<file path="config.mk">
export PLATFORM = sky130hd
export DESIGN_NAME = complex_magnitude_normalizer_core_flat
export DESIGN_NICKNAME = d
export VERILOG_FILES = /design/src/sv/cmn_pkg.sv /design/src/sv/cmn_ifs.sv /design/src/sv/cmn_datapath.sv /design/src/sv/cmn_ctrl.sv /design/src/sv/complex_magnitude_normalizer_core.sv /design/src/flat_wrapper.sv
export SDC_FILE = /design/constraint.sdc
export NUM_CORES = 2
export LEC_CHECK = 0
export BUFFER_PORTS_ARGS = -buffer_cell sky130_fd_sc_hd__buf_2
export CORE_MARGIN = 4
export CORE_UTILIZATION = 40
export DETAILED_ROUTE_END_ITERATION = 8
export GPL_TIMING_DRIVEN = 0
export SLEW_MARGIN = 10
export SYNTH_ARGS = -nofsm -noshare
export SYNTH_HDL_FRONTEND = slang
export SYNTH_SLANG_ARGS = --single-unit
</file>
<file path="constraint.sdc">
create_clock -name clk_i -period 8.39 [get_ports clk_i]
set_input_delay 1.678 -clock clk_i [delete_from_list [all_inputs] [get_ports clk_i]]
set_output_delay 1.678 -clock clk_i [all_outputs]
set_load 0.02 [all_outputs]
</file>
<file path="src/sv/cmn_pkg.sv">
// Package for the complex magnitude normalizer.
// Holds the shared constants and the controller/datapath command and status types.
// No dependencies.
package cmn_pkg;

  // Default width of the real and imaginary sample parts.
  localparam int unsigned SAMPLE_BITS = 16;

  // Width of the pixel result.
  localparam int unsigned PIXEL_BITS = 8;

  // Quotient steps of the divider: eight pixel bits plus one saturation bit.
  localparam int unsigned DIV_STEPS = PIXEL_BITS + 1;

  // Largest pixel value, used on saturation.
  localparam logic [PIXEL_BITS-1:0] PIXEL_MAX = '1;

  // Input mode codes.
  localparam logic MODE_SCAN    = 1'b0;
  localparam logic MODE_CONVERT = 1'b1;

  // Commands from the controller to the datapath.
  typedef struct packed {
    logic load;       // capture an accepted item
    logic sq_a;       // square the real magnitude
    logic sq_b;       // keep the first square, square the imaginary magnitude
    logic sqrt_init;  // add the squares and load the root unit
    logic sqrt_step;  // one root bit
    logic peak_upd;   // fold the magnitude into the peak
    logic div_init;   // load numerator and divisor
    logic div_step;   // one quotient bit
    logic out_load;   // write the pixel register
  } cmd_t;

  // Status from the datapath to the controller.
  typedef struct packed {
    logic mode;       // mode of the item at work
  } status_t;

endpackage

</file>
<file path="src/sv/cmn_ifs.sv">
// Handshake interfaces of the complex magnitude normalizer: sample input and pixel output.
// Depends on cmn_pkg.
interface cmn_in_if #(
  parameter int unsigned SAMPLE_BITS = cmn_pkg::SAMPLE_BITS
) ();
  logic                          valid;
  logic                          ready;
  logic                          mode;
  logic signed [SAMPLE_BITS-1:0] re;
  logic signed [SAMPLE_BITS-1:0] im;

  modport source (output valid, output mode, output re, output im, input ready);
  modport sink   (input valid, input mode, input re, input im, output ready);
endinterface

interface cmn_out_if ();
  logic                              valid;
  logic                              ready;
  logic [cmn_pkg::PIXEL_BITS-1:0]    pixel;

  modport source (output valid, output pixel, input ready);
  modport sink   (input valid, input pixel, output ready);
endinterface

</file>
<file path="src/sv/cmn_datapath.sv">
// Datapath of the complex magnitude normalizer: squares, bit-serial root, peak, divider.
// Depends on cmn_pkg; driven by cmn_ctrl through cmn_pkg::cmd_t.
module cmn_datapath #(
  parameter int unsigned SAMPLE_BITS = cmn_pkg::SAMPLE_BITS
) (
  input  logic                               clk_i,
  input  logic                               rst_ni,
  input  logic                               mode_i,
  input  logic signed [SAMPLE_BITS-1:0]      re_i,
  input  logic signed [SAMPLE_BITS-1:0]      im_i,
  input  cmn_pkg::cmd_t                      cmd_i,
  output cmn_pkg::status_t                   status_o,
  output logic [cmn_pkg::PIXEL_BITS-1:0]     pixel_o
);

  localparam int unsigned SB = SAMPLE_BITS;
  localparam int unsigned PW = 2 * SB;                 // one square
  localparam int unsigned RW = SB + 1;                 // magnitude
  localparam int unsigned NW = RW + cmn_pkg::PIXEL_BITS; // scaled magnitude
  localparam int unsigned PB = cmn_pkg::PIXEL_BITS;

  logic [SB-1:0]     a_q, b_q;
  logic              mode_q;
  logic [PW-1:0]     prod_q, sum_q;
  logic [2*RW-1:0]   rad_q;
  logic [RW+1:0]     rem_q;
  logic [RW-1:0]     root_q;
  logic [RW-1:0]     peak_q;
  logic              conv_q;
  logic [NW-1:0]     num_q, dsh_q;
  logic [PB:0]       quo_q;
  logic [PB-1:0]     pixel_q;

  logic [SB-1:0]     re_u, im_u, abs_re, abs_im;
  logic [RW+1:0]     rem_sh, trial;
  logic              root_ge;
  logic [RW-1:0]     peak_base, divisor;
  logic              div_ge;

  // Absolute values; the most negative sample fits as unsigned.
  assign re_u   = re_i;
  assign im_u   = im_i;
  assign abs_re = re_i[SB-1] ? (~re_u + 1'b1) : re_u;
  assign abs_im = im_i[SB-1] ? (~im_u + 1'b1) : im_u;

  // Restoring square root: bring down two radicand bits, try root*4+1.
  assign rem_sh  = {rem_q[RW-1:0], rad_q[2*RW-1 -: 2]};
  assign trial   = {root_q, 2'b01};
  assign root_ge = rem_sh >= trial;

  // A new scan pass starts the peak from zero; a zero peak divides as one.
  assign peak_base = conv_q ? '0 : peak_q;
  assign divisor   = (peak_q == '0) ? RW'(1) : peak_q;

  // Restoring division step against the shifted divisor.
  assign div_ge = num_q >= dsh_q;

  // Sample capture and the shared multiplier.
  always_ff @(posedge clk_i) begin
    if (cmd_i.load) begin
      a_q    <= abs_re;
      b_q    <= abs_im;
      mode_q <= mode_i;
    end
    if (cmd_i.sq_a) begin
      prod_q <= a_q * a_q;
    end
    if (cmd_i.sq_b) begin
      sum_q  <= prod_q;
      prod_q <= b_q * b_q;
    end
  end

  // Bit-serial root unit, one root bit a cycle.
  always_ff @(posedge clk_i) begin
    if (cmd_i.sqrt_init) begin
      rad_q  <= {1'b0, {1'b0, sum_q} + {1'b0, prod_q}};
      rem_q  <= '0;
      root_q <= '0;
    end else if (cmd_i.sqrt_step) begin
      rad_q  <= {rad_q[2*RW-3:0], 2'b00};
      rem_q  <= root_ge ? (rem_sh - trial) : rem_sh;
      root_q <= {root_q[RW-2:0], root_ge};
    end
  end

  // Peak tracking and the pass flag.
  always_ff @(posedge clk_i or negedge rst_ni) begin
    if (!rst_ni) begin
      peak_q <= '0;
      conv_q <= 1'b0;
    end else if (cmd_i.peak_upd) begin
      peak_q <= (root_q > peak_base) ? root_q : peak_base;
      conv_q <= 1'b0;
    end else if (cmd_i.div_init) begin
      conv_q <= 1'b1;
    end
  end

  // Divider: numerator is 255 times the magnitude, nine quotient bits.
  always_ff @(posedge clk_i) begin
    if (cmd_i.div_init) begin
      num_q <= {root_q, {PB{1'b0}}} - {{PB{1'b0}}, root_q};
      dsh_q <= {divisor, {PB{1'b0}}};
      quo_q <= '0;
    end else if (cmd_i.div_step) begin
      num_q <= div_ge ? (num_q - dsh_q) : num_q;
      dsh_q <= {1'b0, dsh_q[NW-1:1]};
      quo_q <= {quo_q[PB-1:0], div_ge};
    end
  end

  // Pixel register; a quotient of 256 or more saturates.
  always_ff @(posedge clk_i) begin
    if (cmd_i.out_load) begin
      pixel_q <= quo_q[PB] ? cmn_pkg::PIXEL_MAX : quo_q[PB-1:0];
    end
  end

  assign pixel_o       = pixel_q;
  assign status_o.mode = mode_q;

endmodule

</file>
<file path="src/sv/cmn_ctrl.sv">
// Controller of the complex magnitude normalizer: sequences one item through the datapath.
// Depends on cmn_pkg; commands cmn_datapath and owns the output valid flag.
module cmn_ctrl #(
  parameter int unsigned SAMPLE_BITS = cmn_pkg::SAMPLE_BITS
) (
  input  logic             clk_i,
  input  logic             rst_ni,
  input  logic             in_valid_i,
  output logic             in_ready_o,
  output logic             out_valid_o,
  input  logic             out_ready_i,
  input  cmn_pkg::status_t status_i,
  output cmn_pkg::cmd_t    cmd_o
);

  localparam int unsigned RW = SAMPLE_BITS + 1;
  localparam int unsigned CW = $clog2(RW + 1);

  typedef enum logic [8:0] {
    S_IDLE  = 9'b000000001,
    S_SQ_A  = 9'b000000010,
    S_SQ_B  = 9'b000000100,
    S_SUM   = 9'b000001000,
    S_SQRT  = 9'b000010000,
    S_PEAK  = 9'b000100000,
    S_DLOAD = 9'b001000000,
    S_DIV   = 9'b010000000,
    S_OUT   = 9'b100000000
  } state_e;

  state_e        state_q, state_d;
  logic [CW-1:0] cnt_q, cnt_d;
  logic          out_valid_q, out_valid_d;
  logic          out_free;
  logic          in_fire;

  assign in_ready_o = (state_q == S_IDLE);
  assign in_fire    = in_valid_i && in_ready_o;
  assign out_free   = !out_valid_q || out_ready_i;

  // Next state, step counter and commands.
  always_comb begin
    state_d = state_q;
    cnt_d   = cnt_q;
    cmd_o   = '0;
    case (state_q)
      S_IDLE: begin
        if (in_valid_i) begin
          cmd_o.load = 1'b1;
          state_d    = S_SQ_A;
        end
      end
      S_SQ_A: begin
        cmd_o.sq_a = 1'b1;
        state_d    = S_SQ_B;
      end
      S_SQ_B: begin
        cmd_o.sq_b = 1'b1;
        state_d    = S_SUM;
      end
      S_SUM: begin
        cmd_o.sqrt_init = 1'b1;
        cnt_d           = '0;
        state_d         = S_SQRT;
      end
      S_SQRT: begin
        cmd_o.sqrt_step = 1'b1;
        cnt_d           = cnt_q + 1'b1;
        if (cnt_q == CW'(RW - 1)) begin
          state_d = (status_i.mode == cmn_pkg::MODE_CONVERT) ? S_DLOAD : S_PEAK;
        end
      end
      S_PEAK: begin
        cmd_o.peak_upd = 1'b1;
        state_d        = S_IDLE;
      end
      S_DLOAD: begin
        cmd_o.div_init = 1'b1;
        cnt_d          = '0;
        state_d        = S_DIV;
      end
      S_DIV: begin
        cmd_o.div_step = 1'b1;
        cnt_d          = cnt_q + 1'b1;
        if (cnt_q == CW'(cmn_pkg::DIV_STEPS - 1)) begin
          state_d = S_OUT;
        end
      end
      S_OUT: begin
        if (out_free) begin
          cmd_o.out_load = 1'b1;
          state_d        = S_IDLE;
        end
      end
      default: begin
        state_d = S_IDLE;
      end
    endcase
  end

  // The output item stays valid until the sink takes it.
  always_comb begin
    out_valid_d = out_valid_q;
    if (out_ready_i) begin
      out_valid_d = 1'b0;
    end
    if (cmd_o.out_load) begin
      out_valid_d = 1'b1;
    end
  end

  always_ff @(posedge clk_i or negedge rst_ni) begin
    if (!rst_ni) begin
      state_q     <= S_IDLE;
      cnt_q       <= '0;
      out_valid_q <= 1'b0;
    end else begin
      state_q     <= state_d;
      cnt_q       <= cnt_d;
      out_valid_q <= out_valid_d;
    end
  end

  assign out_valid_o = out_valid_q;

  // A pending result is never overwritten.
  a_no_overwrite: assert property (@(posedge clk_i) disable iff (!rst_ni)
    cmd_o.out_load |-> (!out_valid_q || out_ready_i))
    else $error("pixel register loaded over an untaken item");

  // A loaded result is offered in the next cycle.
  a_out_offered: assert property (@(posedge clk_i) disable iff (!rst_ni)
    cmd_o.out_load |=> out_valid_o)
    else $error("loaded pixel not offered");

  // An accepted item starts the squaring sequence.
  a_accept_start: assert property (@(posedge clk_i) disable iff (!rst_ni)
    in_fire |=> (state_q == S_SQ_A))
    else $error("accepted item did not start");

  // The step counter stays within the root length.
  a_cnt_range: assert property (@(posedge clk_i) disable iff (!rst_ni)
    (state_q == S_SQRT) |-> (cnt_q < CW'(RW)))
    else $error("root step counter out of range");

endmodule

</file>
<file path="src/sv/complex_magnitude_normalizer_core.sv">
// Complex magnitude normalizer: one item at a time, sequenced by a controller. A scan item
// (mode 0) passes through the two squares, the root and the peak update and gives no result;
// a convert item (mode 1) passes through the squares, the root and the divider, has its pixel
// loaded once any earlier pixel has been taken, and frees the input in the cycle after the load.
// The sequence uses the bit-serial square root, one of SAMPLE_BITS+1 root bits a cycle, the
// nine-step restoring divider, and the shared multiplier used twice per item.
// A new item is accepted while a finished pixel still waits in the output register.
// Depends on cmn_pkg, cmn_ifs, cmn_ctrl and cmn_datapath.
module complex_magnitude_normalizer_core #(
  parameter int unsigned SAMPLE_BITS = cmn_pkg::SAMPLE_BITS
) (
  input  logic       clk_i,
  input  logic       rst_ni,
  cmn_in_if.sink     sample_i,
  cmn_out_if.source  pixel_o
);

  cmn_pkg::cmd_t    cmd;
  cmn_pkg::status_t status;

  // Sequencer.
  cmn_ctrl #(
    .SAMPLE_BITS (SAMPLE_BITS)
  ) u_ctrl (
    .clk_i       (clk_i),
    .rst_ni      (rst_ni),
    .in_valid_i  (sample_i.valid),
    .in_ready_o  (sample_i.ready),
    .out_valid_o (pixel_o.valid),
    .out_ready_i (pixel_o.ready),
    .status_i    (status),
    .cmd_o       (cmd)
  );

  // Arithmetic and item state.
  cmn_datapath #(
    .SAMPLE_BITS (SAMPLE_BITS)
  ) u_datapath (
    .clk_i    (clk_i),
    .rst_ni   (rst_ni),
    .mode_i   (sample_i.mode),
    .re_i     (sample_i.re),
    .im_i     (sample_i.im),
    .cmd_i    (cmd),
    .status_o (status),
    .pixel_o  (pixel_o.pixel)
  );

endmodule

</file>
<file path="src/flat_wrapper.sv">
// flat-port wrapper written by rule: the top's interface ports become plain ports
module complex_magnitude_normalizer_core_flat 
#(
  parameter int unsigned SAMPLE_BITS = cmn_pkg::SAMPLE_BITS
)
  (clk_i, rst_ni, sample_i_valid, sample_i_mode, sample_i_re, sample_i_im, sample_i_ready, pixel_o_valid, pixel_o_pixel, pixel_o_ready);
  cmn_in_if #(.SAMPLE_BITS(SAMPLE_BITS)) sample_i_i ();
  cmn_out_if pixel_o_i ();
  input  logic clk_i;
  input  logic rst_ni;
  input wire logic [$bits(sample_i_i.valid)-1:0] sample_i_valid;
  input wire logic [$bits(sample_i_i.mode)-1:0] sample_i_mode;
  input wire logic [$bits(sample_i_i.re)-1:0] sample_i_re;
  input wire logic [$bits(sample_i_i.im)-1:0] sample_i_im;
  output wire logic [$bits(sample_i_i.ready)-1:0] sample_i_ready;
  output wire logic [$bits(pixel_o_i.valid)-1:0] pixel_o_valid;
  output wire logic [$bits(pixel_o_i.pixel)-1:0] pixel_o_pixel;
  input wire logic [$bits(pixel_o_i.ready)-1:0] pixel_o_ready;
  assign sample_i_i.valid = sample_i_valid;
  assign sample_i_i.mode = sample_i_mode;
  assign sample_i_i.re = sample_i_re;
  assign sample_i_i.im = sample_i_im;
  assign sample_i_ready = sample_i_i.ready;
  assign pixel_o_valid = pixel_o_i.valid;
  assign pixel_o_pixel = pixel_o_i.pixel;
  assign pixel_o_i.ready = pixel_o_ready;
  complex_magnitude_normalizer_core #(.SAMPLE_BITS(SAMPLE_BITS)) u_core (.clk_i(clk_i), .rst_ni(rst_ni), .sample_i(sample_i_i), .pixel_o(pixel_o_i));
endmodule
</file>
==> run metrics <==
outcome finished, final reports clean; Worst-Skew Late Latency 560 ps; mapped cell area 29,550 um2; Worst path max stage delay 750 ps; Post-Route WL 70.64 mm; multiplexer share of the synthesized area 0.008806; setup total negative slack 0 ps; crit start category register; Setup crit end kind register; clock period minus worst slack 7700 ps; CTS Buffer Depth 3; syn avg cell area 9.308 um2; XOR/XNOR Fraction of Synth Area 0.04979; CP top delay family adder cells; Setup Buffers After CTS 0; final worst-path cycle share 0.9178; vias in the first global route 22,296; CP arrival 7980 ps; Layout area overhead 8.827%; worst-case hold path end point u_core.u_datapath.rad_q[33]; vias 21,723; Highest Signal Layer met4; pin count of the biggest net entering global routing 41; Final Skew 28.72 ps; worst rel slew slack 0.2300; CTS Hold Bufs 0; maxcap violations 0; Pins Over Slew Limit 0; Synth async-reset ratio 0.1255; CTS Buf Count 34; overall routing resource usage 0.1830; Pre-antenna DRT Iters 5; Critical Path RT 8670 ps; IO Count 47; First DRT Iteration DRCs 1,259; vias per cell 5.119; Syn Nets 3,845; Placer Congestion 0.8665; critical path, cell by cell clkbuf_1 -> clkbuf_1 -> nand2_1 -> inv_1 -> fa_1 -> inv_1 -> fa_1 -> inv_1 -> fa_1 -> fa_1 -> fa_1 -> inv_1 -> fa_1 -> inv_1 -> ha_1 -> a21oi_1 -> nand2_1 -> o31ai_1 -> o211ai_1 -> a31oi_1 -> o21bai_1 -> a221oi_1 -> xor2_1 -> o21ai_0; met2 wire len 34.05 mm; distinct cell type count of the synthesized netlist 87; crit path launch u_core.u_datapath.b_q[1]; CP Class register to register; CTS Sinks 263; DPL Wire Length 56.64 mm; Port Buffer Count 46; CTS tree built; Final Hold Viols 0; Compound-Gate Fraction of Synth Area 0.1250; Synth Flop Type edfxtp_1; Slowest-stage cell, CP o31ai_1; PostCTS Resize Cnt 0; row cnt 99; # diodes 0; Synth Register Bits 263; ratio of cells with drive above 1 in the final layout 0.04962; initial antenna violation count 1; max frequency 129.9 MHz; largest family of logic cells by synthesized area adder cells; Worst R2R Setup Slack 690 ps; RSZ-0062 raised after global routing no; drc violations 0; Worst Tran Pin Value 1139 ps; Post-Syn Instances 3,175; H-tree depth 2; die width 279.8 um; met3 WL 3.162 mm; worst hold start u_core.u_datapath.rad_q[31]; Clock Pin Slew Worst Setup and Hold Paths 60 ps; fin nets 3,930; Worst Reg-to-Reg Cells 24; met1 WL 32.08 mm; area share of fa/ha/maj cells after synthesis 0.3506; Starting Density 0.4044; Hold WC Path Type register to register; worst-path maximum fanout 10; CP bufs+invs 7; cell mode on critical path fa_1; Core Region 73,080 um2; GR Overflow Total 0; area of the die 78,300 um2; register area share after synthesis 0.2441; Final setup viols 0; Post-synth EDFFs 178; yosys warns 0; Post-Synth Simple-Gate Area 0.1349; Vert. Die Dim 279.8 um; Reg-to-Reg Start u_core.u_datapath.b_q[1]; root buffer cell clkbuf_16; DR WL/cell 16.65 um; Hold Crit Depth 2; first-pass GRT wire length 116.0 mm; post-route ant nets 0; FF-to-FF End u_core.u_datapath.prod_q[27]
[worst max path at each step]
stage,to,depth (start not counted),slack [ps]
floorplan,u_core.u_datapath.prod_q[29],22,2010
global placement,u_core.u_datapath.prod_q[23],22,770
detailed placement,u_core.u_datapath.prod_q[23],22,690
CTS,u_core.u_datapath.prod_q[23],22,680
global route,u_core.u_datapath.prod_q[27],24,180
finish,u_core.u_datapath.prod_q[27],24,690
[registers in the layout (all words and copies together) (netlist names), 5 cells and up]
register and flops:
u_core.u_datapath.b_q 16, u_core.u_ctrl.state_q 9, u_core.u_datapath.dsh_q 25, u_core.u_datapath.quo_q 9
u_core.u_datapath.a_q 16, u_core.u_datapath.rad_q 34, u_core.u_datapath.num_q 25, u_core.u_ctrl.cnt_q 5
u_core.u_datapath.prod_q 31, u_core.u_datapath.sum_q 31, u_core.u_datapath.pixel_o 8, u_core.u_datapath.peak_q 17
u_core.u_datapath.rem_q 17, u_core.u_datapath.root_q 17
[cell usage in the layout, fill, tap and decap left out, drive strengths merged, types with 22 or more instances in the layout]
| cell type | n |
|---|---|
| buf | 54 |
| and2 | 96 |
| o21ai | 177 |
| nand2 | 360 |
| ha | 308 |
| edfxtp | 178 |
| o31ai | 24 |
| nor3 | 35 |
| a21o | 73 |
| xor2 | 57 |
| dfrtp | 32 |
| inv | 583 |
| dfxtp | 52 |
| nand2b | 35 |
| nor2 | 113 |
| nor2b | 22 |
| a21oi | 135 |
| o21a | 23 |
| xnor2 | 111 |
| fa | 325 |
| nand3 | 54 |
| clkbuf | 137 |
[cells in the mapped netlist (8+ instances only)]
library cell    n  area [um2]
a21boi_0        8       60.06
fa_1          325        6506
nor3_1         35       175.2
a21oi_1       134       670.6
ha_1          308        3854
o21bai_1       16       120.1
o21ai_0       173       865.8
or3_1          18       112.6
a22o_1         18       157.7
nand2_1       360        1351
nand4_1        13       81.33
nor4_1          9       56.30
and2_1         95       594.3
xor2_1         57       499.2
a21o_1         70       525.5
nor2b_1        22       137.6
nand2b_1       35       219.0
edfxtp_1      178        5345
a31oi_1        17       106.4
mux2i_1        17       170.2
or2_2          15       93.84
clkbuf_1       92       345.3
inv_1         578        2170
dfxtp_1        52        1041
o31ai_1        24       180.2
a211oi_1       13       97.59
xnor2_1       111       972.2
a31o_2          8       70.07
nor2_1        113       424.2
mux2_2          8       90.09
o21a_1         23       172.7
nand3_1        54       270.3
and3_1         16       100.1
dfrtp_1        32       800.8
[per-stage QoR]
step / hold slack [ps] / setup slack (ps) / std cells / util / area (um2)
finish: 429.2 / 689.5 / 4244 / 0.4401 / 32160
global route: 446.4 / 182.3 / 4244 / 0.4401 / 32160
CTS: 432.8 / 680.0 / 4244 / 0.4401 / 32160
detailed placement: 417.5 / 694.2 / 4183 / 0.4248 / 31050
global placement: 421.0 / 766.2 / 4180 / 0.4240 / 30980
floorplan: 408.1 / 2007 / 3175 / - / 29550
[area by class of cell]
class                   instances  area (um2)
fillers                      7237       40920
multi-input cells            2234       19790
flip-flops and latches        263        7213
inverters                     580        2177
well taps                     959        1200
clock buffers                  44       929.6
plain buffers                  98       389.1
repair buffers                 49       275.3
clock inverters                17       185.2
[kinds of logic after synthesis]
| kind of cell | Yosys count |
|---|---|
| AND/OR/NAND/NOR | 829 |
| buffers and inverters | 678 |
| adder cells (fa/ha/maj) | 633 |
| AO/OA/AOI/OAI | 579 |
| flip-flops | 263 |
| XOR/XNOR | 168 |
| multiplexers | 25 |
[worst min-delay path, delay by kind of cell, from the launching register on]
family           cells  cell delay [ps]
flip-flops           1              320
AND/OR/NAND/NOR      2               80
[per-layer routing]
metal  global-route usage  up-vias
met5                    0        -
met4              0.03678        0
met3              0.02759       78
met2               0.3173      376
met1               0.2452    10610
li1                     -    10659
Power is left out: the tool's default activity adds up to more than one toggle a clock period on the data nets, which glitch-free logic cannot reach.
